--- config.mk ---
export PLATFORM = sky130hd
export DESIGN_NAME = arx_plant_step
export DESIGN_NICKNAME = d
export VERILOG_FILES = /design/src/rtl/core/arx_pkg.sv /design/src/rtl/core/arx_mac.sv /design/src/rtl/core/arx_plant_step.sv
export SDC_FILE = /design/constraint.sdc
export NUM_CORES = 2
export LEC_CHECK = 0
export BUFFER_PORTS_ARGS = -buffer_cell sky130_fd_sc_hd__buf_2
export CORE_ASPECT_RATIO = 0.9
export CORE_MARGIN = 2
export CORE_UTILIZATION = 55
export DETAILED_ROUTE_END_ITERATION = 6
export MAX_ROUTING_LAYER = met4
export PLACE_DENSITY = 0.83
export SLEW_MARGIN = 0
export SYNTH_ARGS = -nofsm -noshare
export SYNTH_HDL_FRONTEND = slang
export SYNTH_SLANG_ARGS = --single-unit
--- constraint.sdc ---
create_clock -name clk -period 41.3 [get_ports clk]
set_clock_uncertainty 0.2 [all_clocks]
set_input_delay 4.13 -clock clk [delete_from_list [all_inputs] [get_ports clk]]
set_output_delay 4.13 -clock clk [all_outputs]
set_load 0.05 [all_outputs]
--- src/rtl/core/arx_pkg.sv ---
package arx_pkg;

  // Sizes of the stores and the datapath.
  localparam int MAX_ORDER  = 8;
  localparam int MAX_DELAY  = 8;
  localparam int SAMPLE_W   = 16;
  localparam int COEF_W     = 16;
  localparam int IN_DEPTH   = MAX_ORDER + MAX_DELAY;
  localparam int ORD_IDX_W  = $clog2(MAX_ORDER);
  localparam int HIST_IDX_W = $clog2(IN_DEPTH);
  localparam int CNT_W      = $clog2(2 * MAX_ORDER);
  localparam int PROD_W     = SAMPLE_W + COEF_W;
  localparam int ACC_W      = PROD_W + 8;
  localparam int FRAC_SHIFT = 14;

  // Configuration port.
  localparam int CFG_IDX_W  = 3;
  localparam int CFG_DATA_W = 16;

  localparam logic [CFG_IDX_W-1:0] CFG_DELAY_TAPS   = 3'd0;
  localparam logic [CFG_IDX_W-1:0] CFG_MODEL_ORDER  = 3'd1;
  localparam logic [CFG_IDX_W-1:0] CFG_INPUT_LOW    = 3'd2;
  localparam logic [CFG_IDX_W-1:0] CFG_INPUT_HIGH   = 3'd3;
  localparam logic [CFG_IDX_W-1:0] CFG_OUTPUT_LOW   = 3'd4;
  localparam logic [CFG_IDX_W-1:0] CFG_OUTPUT_HIGH  = 3'd5;
  localparam logic [CFG_IDX_W-1:0] CFG_CLAMP_ENABLE = 3'd6;

  // Transaction modes.
  localparam logic [1:0] MODE_LOAD  = 2'd0;
  localparam logic [1:0] MODE_SIM   = 2'd1;
  localparam logic [1:0] MODE_CLEAR = 2'd2;

  // Control of the shared multiply-accumulate unit.
  typedef struct packed {
    logic clear;  // zero the accumulator
    logic issue;  // multiply the operands this cycle
    logic neg;    // subtract the product instead of adding it
  } mac_ctrl_t;

endpackage

--- src/rtl/core/arx_mac.sv ---
module arx_mac (
  input  logic                                  clk,
  input  logic                                  rst_n,
  input  arx_pkg::mac_ctrl_t                    ctrl,
  input  logic signed [arx_pkg::COEF_W-1:0]     op_coef,
  input  logic signed [arx_pkg::SAMPLE_W-1:0]   op_sample,
  output logic signed [arx_pkg::ACC_W-1:0]      acc
);
  import arx_pkg::*;

  logic signed [PROD_W-1:0] prod_r;
  logic                     neg_r;
  logic                     pv_r;
  logic signed [ACC_W-1:0]  acc_r;
  logic signed [ACC_W-1:0]  acc_nxt;
  logic signed [ACC_W-1:0]  prod_ext;

  // The product is registered; it joins the sum in the next cycle.
  always_ff @(posedge clk) begin
    if (ctrl.issue) begin
      prod_r <= op_coef * op_sample;
      neg_r  <= ctrl.neg;
    end
  end

  assign prod_ext = ACC_W'(prod_r);

  always_comb begin
    acc_nxt = acc_r;
    if (ctrl.clear) begin
      acc_nxt = '0;
    end else if (pv_r) begin
      acc_nxt = neg_r ? (acc_r - prod_ext) : (acc_r + prod_ext);
    end
  end

  always_ff @(posedge clk) begin
    if (!rst_n) begin
      pv_r  <= 1'b0;
      acc_r <= '0;
    end else begin
      pv_r  <= ctrl.issue;
      acc_r <= acc_nxt;
    end
  end

  assign acc = acc_r;

endmodule

--- src/rtl/core/arx_plant_step.sv ---
// Channel   Direction  Handshake            Payload
// in_       input      in_valid / in_stall  mode, coef_index, coef_a, coef_b,
//                                           sample_in, noise_in
// out_      output     out_valid/out_stall  sample_out
// cfg_      input      cfg_we (no wait)     cfg_index, cfg_data
//
// A load or clear transaction completes in the cycle it is accepted. A
// simulation transaction keeps in_stall high after acceptance while the shared
// multiplier forms one B*u and one A*y product per coefficient pair of the
// effective model order, the product register drains, the result is rounded
// and clamped, and the result is handed over.
// Reset (rst_n low, synchronous) clears histories, coefficients and control state.
// A stall on the output holds the result; the block still takes load and clear
// transactions meanwhile, and a new result waits until the output is free.
module arx_plant_step (
  input  logic                                   clk,
  input  logic                                   rst_n,
  input  logic                                   in_valid,
  output logic                                   in_stall,
  input  logic [1:0]                             in_mode,
  input  logic [2:0]                             in_coef_index,
  input  logic signed [15:0]                     in_coef_a,
  input  logic signed [15:0]                     in_coef_b,
  input  logic signed [15:0]                     in_sample_in,
  input  logic signed [15:0]                     in_noise_in,
  output logic                                   out_valid,
  input  logic                                   out_stall,
  output logic signed [15:0]                     out_sample_out,
  input  logic                                   cfg_we,
  input  logic [arx_pkg::CFG_IDX_W-1:0]          cfg_index,
  input  logic [arx_pkg::CFG_DATA_W-1:0]         cfg_data
);
  import arx_pkg::*;

  localparam logic [2:0] S_IDLE  = 3'd0;
  localparam logic [2:0] S_MUL   = 3'd1;
  localparam logic [2:0] S_DRAIN = 3'd2;
  localparam logic [2:0] S_ROUND = 3'd3;
  localparam logic [2:0] S_EMIT  = 3'd4;

  localparam int YFULL_W = ACC_W - FRAC_SHIFT + 1;

  // Configuration registers.
  logic [3:0]                 delay_taps_r;
  logic [3:0]                 model_order_r;
  logic signed [SAMPLE_W-1:0] input_low_r;
  logic signed [SAMPLE_W-1:0] input_high_r;
  logic signed [SAMPLE_W-1:0] output_low_r;
  logic signed [SAMPLE_W-1:0] output_high_r;
  logic [1:0]                 clamp_enable_r;

  // Histories (index 0 is newest) and coefficient stores.
  logic signed [SAMPLE_W-1:0] uhist_r [IN_DEPTH];
  logic signed [SAMPLE_W-1:0] yhist_r [MAX_ORDER];
  logic signed [COEF_W-1:0]   coef_a_r [MAX_ORDER];
  logic signed [COEF_W-1:0]   coef_b_r [MAX_ORDER];

  // Sequencer.
  logic [2:0]                 state_r;
  logic [2:0]                 state_nxt;
  logic [CNT_W-1:0]           cnt_r;
  logic [CNT_W-1:0]           cnt_nxt;
  logic signed [SAMPLE_W-1:0] noise_r;
  logic signed [SAMPLE_W-1:0] y_r;
  logic                       out_valid_r;
  logic                       out_valid_nxt;
  logic signed [SAMPLE_W-1:0] out_data_r;

  logic                       in_acc;
  logic                       emit_fire;
  logic [3:0]                 n_eff;
  logic [3:0]                 d_eff;
  logic [CNT_W:0]             last_cnt;
  logic                       mul_last;
  logic [ORD_IDX_W-1:0]       pair_idx;
  logic [HIST_IDX_W-1:0]      tap_idx;
  logic signed [SAMPLE_W-1:0] u_clamped;
  logic signed [COEF_W-1:0]   op_coef;
  logic signed [SAMPLE_W-1:0] op_sample;
  logic signed [ACC_W-1:0]    acc;
  logic signed [ACC_W-1:0]    acc_biased;
  logic signed [YFULL_W-1:0]  y_full;
  logic signed [YFULL_W-1:0]  y_clamped;
  logic signed [SAMPLE_W-1:0] y_sat;
  mac_ctrl_t                  mac_ctrl;

  assign in_stall  = (state_r != S_IDLE);
  assign in_acc    = in_valid && !in_stall;
  assign emit_fire = (state_r == S_EMIT) && (!out_valid_r || !out_stall);

  // Out-of-range order and delay are folded into the usable range.
  always_comb begin
    if (model_order_r == 4'd0) begin
      n_eff = 4'd1;
    end else if (model_order_r > 4'(MAX_ORDER)) begin
      n_eff = 4'(MAX_ORDER);
    end else begin
      n_eff = model_order_r;
    end
    if (delay_taps_r > 4'(MAX_DELAY)) begin
      d_eff = 4'(MAX_DELAY);
    end else begin
      d_eff = delay_taps_r;
    end
  end

  // Two products per coefficient pair: even steps B*u, odd steps A*y.
  assign last_cnt = {n_eff[CNT_W-1:0], 1'b0} - (CNT_W+1)'(1);
  assign mul_last = (cnt_r == last_cnt[CNT_W-1:0]);
  assign pair_idx = cnt_r[CNT_W-1:1];
  assign tap_idx  = HIST_IDX_W'(pair_idx) + HIST_IDX_W'(d_eff);

  assign op_coef   = cnt_r[0] ? coef_a_r[pair_idx] : coef_b_r[pair_idx];
  assign op_sample = cnt_r[0] ? yhist_r[pair_idx]  : uhist_r[tap_idx];

  always_comb begin
    mac_ctrl.clear = in_acc && (in_mode == MODE_SIM);
    mac_ctrl.issue = (state_r == S_MUL);
    mac_ctrl.neg   = cnt_r[0];
  end

  arx_mac u_mac (
    .clk       (clk),
    .rst_n     (rst_n),
    .ctrl      (mac_ctrl),
    .op_coef   (op_coef),
    .op_sample (op_sample),
    .acc       (acc)
  );

  // Input clamp. With inverted limits a sample below the lower limit takes the lower limit; any other takes the upper.
  always_comb begin
    u_clamped = in_sample_in;
    if (clamp_enable_r[0]) begin
      if (in_sample_in < input_low_r) begin
        u_clamped = input_low_r;
      end else if (in_sample_in > input_high_r) begin
        u_clamped = input_high_r;
      end
    end
  end

  // Round to Q8.8 with halves going up, add the disturbance, clamp and
  // saturate to the sample range.
  always_comb begin
    acc_biased = acc + ACC_W'(1 << (FRAC_SHIFT - 1));
    y_full     = YFULL_W'(signed'(acc_biased[ACC_W-1:FRAC_SHIFT])) + YFULL_W'(noise_r);
    y_clamped  = y_full;
    if (clamp_enable_r[1]) begin
      if (y_full < YFULL_W'(output_low_r)) begin
        y_clamped = YFULL_W'(output_low_r);
      end else if (y_full > YFULL_W'(output_high_r)) begin
        y_clamped = YFULL_W'(output_high_r);
      end
    end
    if (y_clamped > YFULL_W'(signed'({1'b0, {(SAMPLE_W-1){1'b1}}}))) begin
      y_sat = {1'b0, {(SAMPLE_W-1){1'b1}}};
    end else if (y_clamped < YFULL_W'(signed'({1'b1, {(SAMPLE_W-1){1'b0}}}))) begin
      y_sat = {1'b1, {(SAMPLE_W-1){1'b0}}};
    end else begin
      y_sat = y_clamped[SAMPLE_W-1:0];
    end
  end

  // Sequencer next state.
  always_comb begin
    state_nxt = state_r;
    cnt_nxt   = cnt_r;
    case (state_r)
      S_IDLE: begin
        if (in_acc && (in_mode == MODE_SIM)) begin
          state_nxt = S_MUL;
          cnt_nxt   = '0;
        end
      end
      S_MUL: begin
        cnt_nxt = cnt_r + CNT_W'(1);
        if (mul_last) begin
          state_nxt = S_DRAIN;
        end
      end
      S_DRAIN: begin
        state_nxt = S_ROUND;
      end
      S_ROUND: begin
        state_nxt = S_EMIT;
      end
      S_EMIT: begin
        if (emit_fire) begin
          state_nxt = S_IDLE;
        end
      end
      default: begin
        state_nxt = S_IDLE;
      end
    endcase
  end

  always_comb begin
    out_valid_nxt = out_valid_r;
    if (emit_fire) begin
      out_valid_nxt = 1'b1;
    end else if (out_valid_r && !out_stall) begin
      out_valid_nxt = 1'b0;
    end
  end

  always_ff @(posedge clk) begin
    if (!rst_n) begin
      state_r     <= S_IDLE;
      cnt_r       <= '0;
      out_valid_r <= 1'b0;
    end else begin
      state_r     <= state_nxt;
      cnt_r       <= cnt_nxt;
      out_valid_r <= out_valid_nxt;
    end
  end

  // Payload registers.
  always_ff @(posedge clk) begin
    if (in_acc && (in_mode == MODE_SIM)) begin
      noise_r <= in_noise_in;
    end
    if (state_r == S_ROUND) begin
      y_r <= y_sat;
    end
    if (emit_fire) begin
      out_data_r <= y_r;
    end
  end

  // Configuration writes; an index beyond the list is ignored.
  always_ff @(posedge clk) begin
    if (!rst_n) begin
      delay_taps_r   <= 4'd0;
      model_order_r  <= 4'd1;
      input_low_r    <= {1'b1, {(SAMPLE_W-1){1'b0}}};
      input_high_r   <= {1'b0, {(SAMPLE_W-1){1'b1}}};
      output_low_r   <= {1'b1, {(SAMPLE_W-1){1'b0}}};
      output_high_r  <= {1'b0, {(SAMPLE_W-1){1'b1}}};
      clamp_enable_r <= 2'b11;
    end else if (cfg_we) begin
      case (cfg_index)
        CFG_DELAY_TAPS:   delay_taps_r   <= cfg_data[3:0];
        CFG_MODEL_ORDER:  model_order_r  <= cfg_data[3:0];
        CFG_INPUT_LOW:    input_low_r    <= signed'(cfg_data[SAMPLE_W-1:0]);
        CFG_INPUT_HIGH:   input_high_r   <= signed'(cfg_data[SAMPLE_W-1:0]);
        CFG_OUTPUT_LOW:   output_low_r   <= signed'(cfg_data[SAMPLE_W-1:0]);
        CFG_OUTPUT_HIGH:  output_high_r  <= signed'(cfg_data[SAMPLE_W-1:0]);
        CFG_CLAMP_ENABLE: clamp_enable_r <= cfg_data[1:0];
        default: begin
        end
      endcase
    end
  end

  // Coefficient stores. The index field cannot exceed the store depth here.
  always_ff @(posedge clk) begin
    if (!rst_n) begin
      for (int k = 0; k < MAX_ORDER; k++) begin
        coef_a_r[k] <= '0;
        coef_b_r[k] <= '0;
      end
    end else if (in_acc && (in_mode == MODE_LOAD)) begin
      coef_a_r[in_coef_index[ORD_IDX_W-1:0]] <= in_coef_a;
      coef_b_r[in_coef_index[ORD_IDX_W-1:0]] <= in_coef_b;
    end
  end

  // Input history: the clamped sample enters when the transaction is taken,
  // so it is already the newest entry while the products are formed.
  always_ff @(posedge clk) begin
    if (!rst_n || (in_acc && (in_mode == MODE_CLEAR))) begin
      for (int k = 0; k < IN_DEPTH; k++) begin
        uhist_r[k] <= '0;
      end
    end else if (in_acc && (in_mode == MODE_SIM)) begin
      for (int k = IN_DEPTH - 1; k > 0; k--) begin
        uhist_r[k] <= uhist_r[k-1];
      end
      uhist_r[0] <= u_clamped;
    end
  end

  // Output history: the new y enters when it is handed to the output register.
  always_ff @(posedge clk) begin
    if (!rst_n || (in_acc && (in_mode == MODE_CLEAR))) begin
      for (int k = 0; k < MAX_ORDER; k++) begin
        yhist_r[k] <= '0;
      end
    end else if (emit_fire) begin
      for (int k = MAX_ORDER - 1; k > 0; k--) begin
        yhist_r[k] <= yhist_r[k-1];
      end
      yhist_r[0] <= y_r;
    end
  end

  assign out_valid      = out_valid_r;
  assign out_sample_out = out_data_r;

endmodule
==> impl_metrics.json <==
{
  "outcome": "finished, violations left",
  "violations": "design-rule violations",
  "first_pass_iters": 7,
  "ctsLongestPathBuffers": 3,
  "worstReg2RegEnd": "u_mac.prod_r[31]$_DFFE_PP_",
  "holdWs_ns": 0.261,
  "synth_top_area_share": 0.410,
  "row_count": 107,
  "ys_seq_area_frac": 0.458,
  "globalRoute.busiestLayer": "met2",
  "cts.htree.levels": 3,
  "rsz0062_at_grt": "false",
  "internal-power_mw": 2.20,
  "dieArea_um2": 98500,
  "r2r_cells": 25,
  "ctsHoldBuffers": 0,
  "io_buffers": 110,
  "ys.flop_type": "edfxtp_1",
  "cap_violations": 0,
  "clock_tree.root_cell": "clkbuf_16",
  "required_ns": 41.50,
  "fp.dieH_um": 298,
  "grt_usage": 0.265,
  "setup_viol": 0,
  "syn_area_um2": 52800,
  "grt_max_degree": 147,
  "holdCritStartpoint": "y_r[1]$_SDFFCE_PN1P_",
  "grtUsageMet2": 0.408,
  "holdPathEnd": "out_sample_out[1]$_DFFE_PP_",
  "cts-resized-gates": 0,
  "cts.clk_slew.worst_paths_ns": 0.07,
  "netSwitchingPower_mw": 1.39,
  "setup.worst_path.class": "reg -> reg",
  "die_w_um": 331,
  "critPathSlowestCell": "fa_4",
  "end_kind": "register",
  "max_stage_delay_ns": 1.48,
  "syn_nets": 5017,
  "worst-path-max-fanout": 64,
  "vdd_drop_max_v": 0.0000993,
  "worstSkewPairLatency_ns": 0.67,
  "netlist_instances": 4421,
  "area_growth_pct": 9.01,
  "swShare": 0.388,
  "drtIter0Drc": 4078,
  "start_util": 0.556,
  "r2r-start": "delay_taps_r[3]$_SDFFE_PN0P_",
  "ys_ff_latch": 847,
  "worst-endpoint-arrival_ns": 10.39,
  "numCtsBuffers": 85,
  "cts_tree": "yes",
  "drv_slew": 0,
  "drive_above_1_share": 0.126,
  "p_per_area_nw_per_um2": 62.5,
  "min_path_type": "reg -> reg",
  "grt_pass1_wl_mm": 198,
  "period_minus_slack_ns": 10.19,
  "grt_overflow": 0,
  "fin_nets": 5042,
  "holdPathStages": 0,
  "start_kind": "register",
  "cts_num_sinks": 847,
  "crit_top_cell": "fa_1",
  "max_freq_ghz": 0.0981,
  "antenna_found_initial": 5,
  "ios": 111,
  "fin_cells": 5774,
  "cts_post_setup_buffers_inserted": 0,
  "clkPwrFrac": 0.221,
  "seqPwrFrac": 0.303,
  "relSlewSlack": 0.139,
  "p_leak_nw": 23.6,
  "yosysWarnings": 0,
  "use_met1": 0.359,
  "avgViaCountPerCell": 6.10,
  "ys_types": 83,
  "worst_pin_slew_ns": 1.28,
  "vias": 35200,
  "synth.area.top_cells": "edfxtp_1, fa_1, mux4_2",
  "wire_per_inst_um": 21.8,
  "antenna_left": 0,
  "dp.cells": 5611,
  "combPwrFrac": 0.476,
  "drt_wl_total_mm": 126,
  "core-area_um2": 94900,
  "synth_top_area_cell": "edfxtp_1",
  "detailed_place_hpwl_mm": 84.2,
  "grt_pass1_vias": 35400,
  "period_share": 0.247,
  "gp_congestion": 0.934,
  "hold_viol": 0,
  "drc": 1,
  "setup-tns-final_ns": 0,
  "synth_async_sr_flop_share": 0,
  "synth_edf_count": 721,
  "reg2reg_slack_ns": 31.11,
  "syn_area_per_cell_um2": 11.9,
  "use_met3": 0.0495
}
## power by group through the flow
stage | clock network [mW] | logic [mW] | registers [mW]
after floorplan | 0 | 1.23 | 1.10
after global placement | 0 | 1.57 | 1.10
after detailed placement | 0 | 1.65 | 1.10
after CTS | 0.806 | 1.68 | 1.09
after global routing | 0.839 | 1.91 | 1.09
final | 0.796 | 1.71 | 1.09
## sequential cells by signal (all words and copies together), names as in the netlist, 32 cells and up, named ones only
| signal | cells |
|---|---|
| u_mac.acc | 40 |
| coef_a_r | 128 |
| u_mac.prod_r | 32 |
| uhist_r | 256 |
| yhist_r | 128 |
| coef_b_r | 128 |
## per-stage QoR
step / area [um^2] / total power, mW / utilization / worst slack [ns]
final: 57500 / 3.60 / 0.606 / 31.11
after global routing: 57500 / 3.84 / 0.606 / 30.69
after CTS: 57500 / 3.57 / 0.606 / 30.92
after detailed placement: 54600 / 2.75 / 0.576 / 31.06
after global placement: 54600 / 2.67 / 0.576 / 31.36
after floorplan: 52800 / 2.34 / - / 17.76
## cells by family (layout without fill, tap and decap cells)
kind of cell,after synthesis,in the layout,share of synthesized area
buffers and inverters,645,740,0.0468
DFF,847,847,0.458
AOI/OAI and AO/OA,529,529,0.0672
adders and majority gates,503,503,0.157
and+or+nand+nor,1499,1499,0.154
xor gates and xnor gates,151,151,0.0252
other,0,5,0
muxes,247,247,0.0913
## synthesized netlist by cell type, types with 7 or more instances
| master | count |
|---|---|
| edfxtp_1 | 721 |
| and2_1 | 420 |
| inv_1 | 411 |
| nand2_1 | 291 |
| fa_1 | 266 |
| and3_1 | 265 |
| ha_1 | 237 |
| clkbuf_1 | 202 |
| mux4_2 | 187 |
| nor2_1 | 181 |
| a21oi_1 | 138 |
| dfxtp_1 | 126 |
| xnor2_1 | 115 |
| nor2b_1 | 100 |
| o21ai_0 | 89 |
| mux2i_1 | 54 |
| nand2b_1 | 54 |
| nor3_1 | 50 |
| nand3_1 | 46 |
| a21o_1 | 42 |
| a21boi_0 | 36 |
| o211ai_1 | 36 |
| xor2_1 | 35 |
| nand4_1 | 21 |
| o21a_1 | 21 |
| a211oi_1 | 20 |
| a31oi_1 | 18 |
| o21bai_1 | 16 |
| a311oi_1 | 14 |
| buf_2 | 14 |
| nor4_1 | 14 |
| a21oi_2 | 12 |
| buf_1 | 12 |
| or3_1 | 12 |
| o22ai_1 | 10 |
| and4_1 | 8 |
| o31ai_1 | 8 |
| nor3b_1 | 7 |
| or2_2 | 7 |
| or4_1 | 7 |
## worst max-delay path: cells and delay by family, from the launching register on
kind | cells | cell delay (ns)
XOR/XNOR | 1 | 0.10
AND/OR/NAND/NOR | 5 | 0.70
multiplexers | 2 | 0.91
AO/OA/AOI/OAI | 6 | 2.39
adder cells (fa/ha/maj) | 9 | 5.01
flip-flops | 1 | 0.44
buffers and inverters | 2 | 0.09
## placed cells by master (no fill, tap or decap), types with 109 or more instances in the layout
| cell type | instances |
|---|---|
| edfxtp_1 | 721 |
| and2_1 | 420 |
| inv_1 | 411 |
| nand2_1 | 291 |
| fa_1 | 265 |
| and3_1 | 264 |
| ha_1 | 236 |
| mux4_2 | 187 |
| nor2_1 | 175 |
| a21oi_1 | 138 |
| dfxtp_1 | 121 |
| xnor2_1 | 113 |
| buf_2 | 109 |
## per-layer routing
metal,vias up,part of all wire
li1,15700,-
met2,1679,0.47
met3,277,0.091
met5,-,0
met4,0,0.029
met1,17600,0.41
## worst max-delay path by stage
stage,from,end,slack (ns),depth (start not counted)
after CTS,delay_taps_r[3]$_SDFFE_PN0P_,u_mac.prod_r[31]$_DFFE_PP_,30.92,28
after global routing,delay_taps_r[3]$_SDFFE_PN0P_,u_mac.prod_r[31]$_DFFE_PP_,30.69,25
after floorplan,in_valid,uhist_r[0][0]$_SDFFCE_PN0P_,17.76,2
after global placement,delay_taps_r[3]$_SDFFE_PN0P_,u_mac.prod_r[30]$_DFFE_PP_,31.36,27
after detailed placement,delay_taps_r[3]$_SDFFE_PN0P_,u_mac.prod_r[31]$_DFFE_PP_,31.06,28
final,delay_taps_r[3]$_SDFFE_PN0P_,u_mac.prod_r[31]$_DFFE_PP_,31.11,25
## layout make-up
type	instances	area (um^2)
antenna	5	12.5
clock inverter	54	621
multi-input combinational	2929	26300
inverter	412	1550
fill	6915	37400
tap	1253	1570
clock buffer	103	2270
timing repair buffer	171	1020
sequential	847	24200
(Power assumes the default switching activity.)
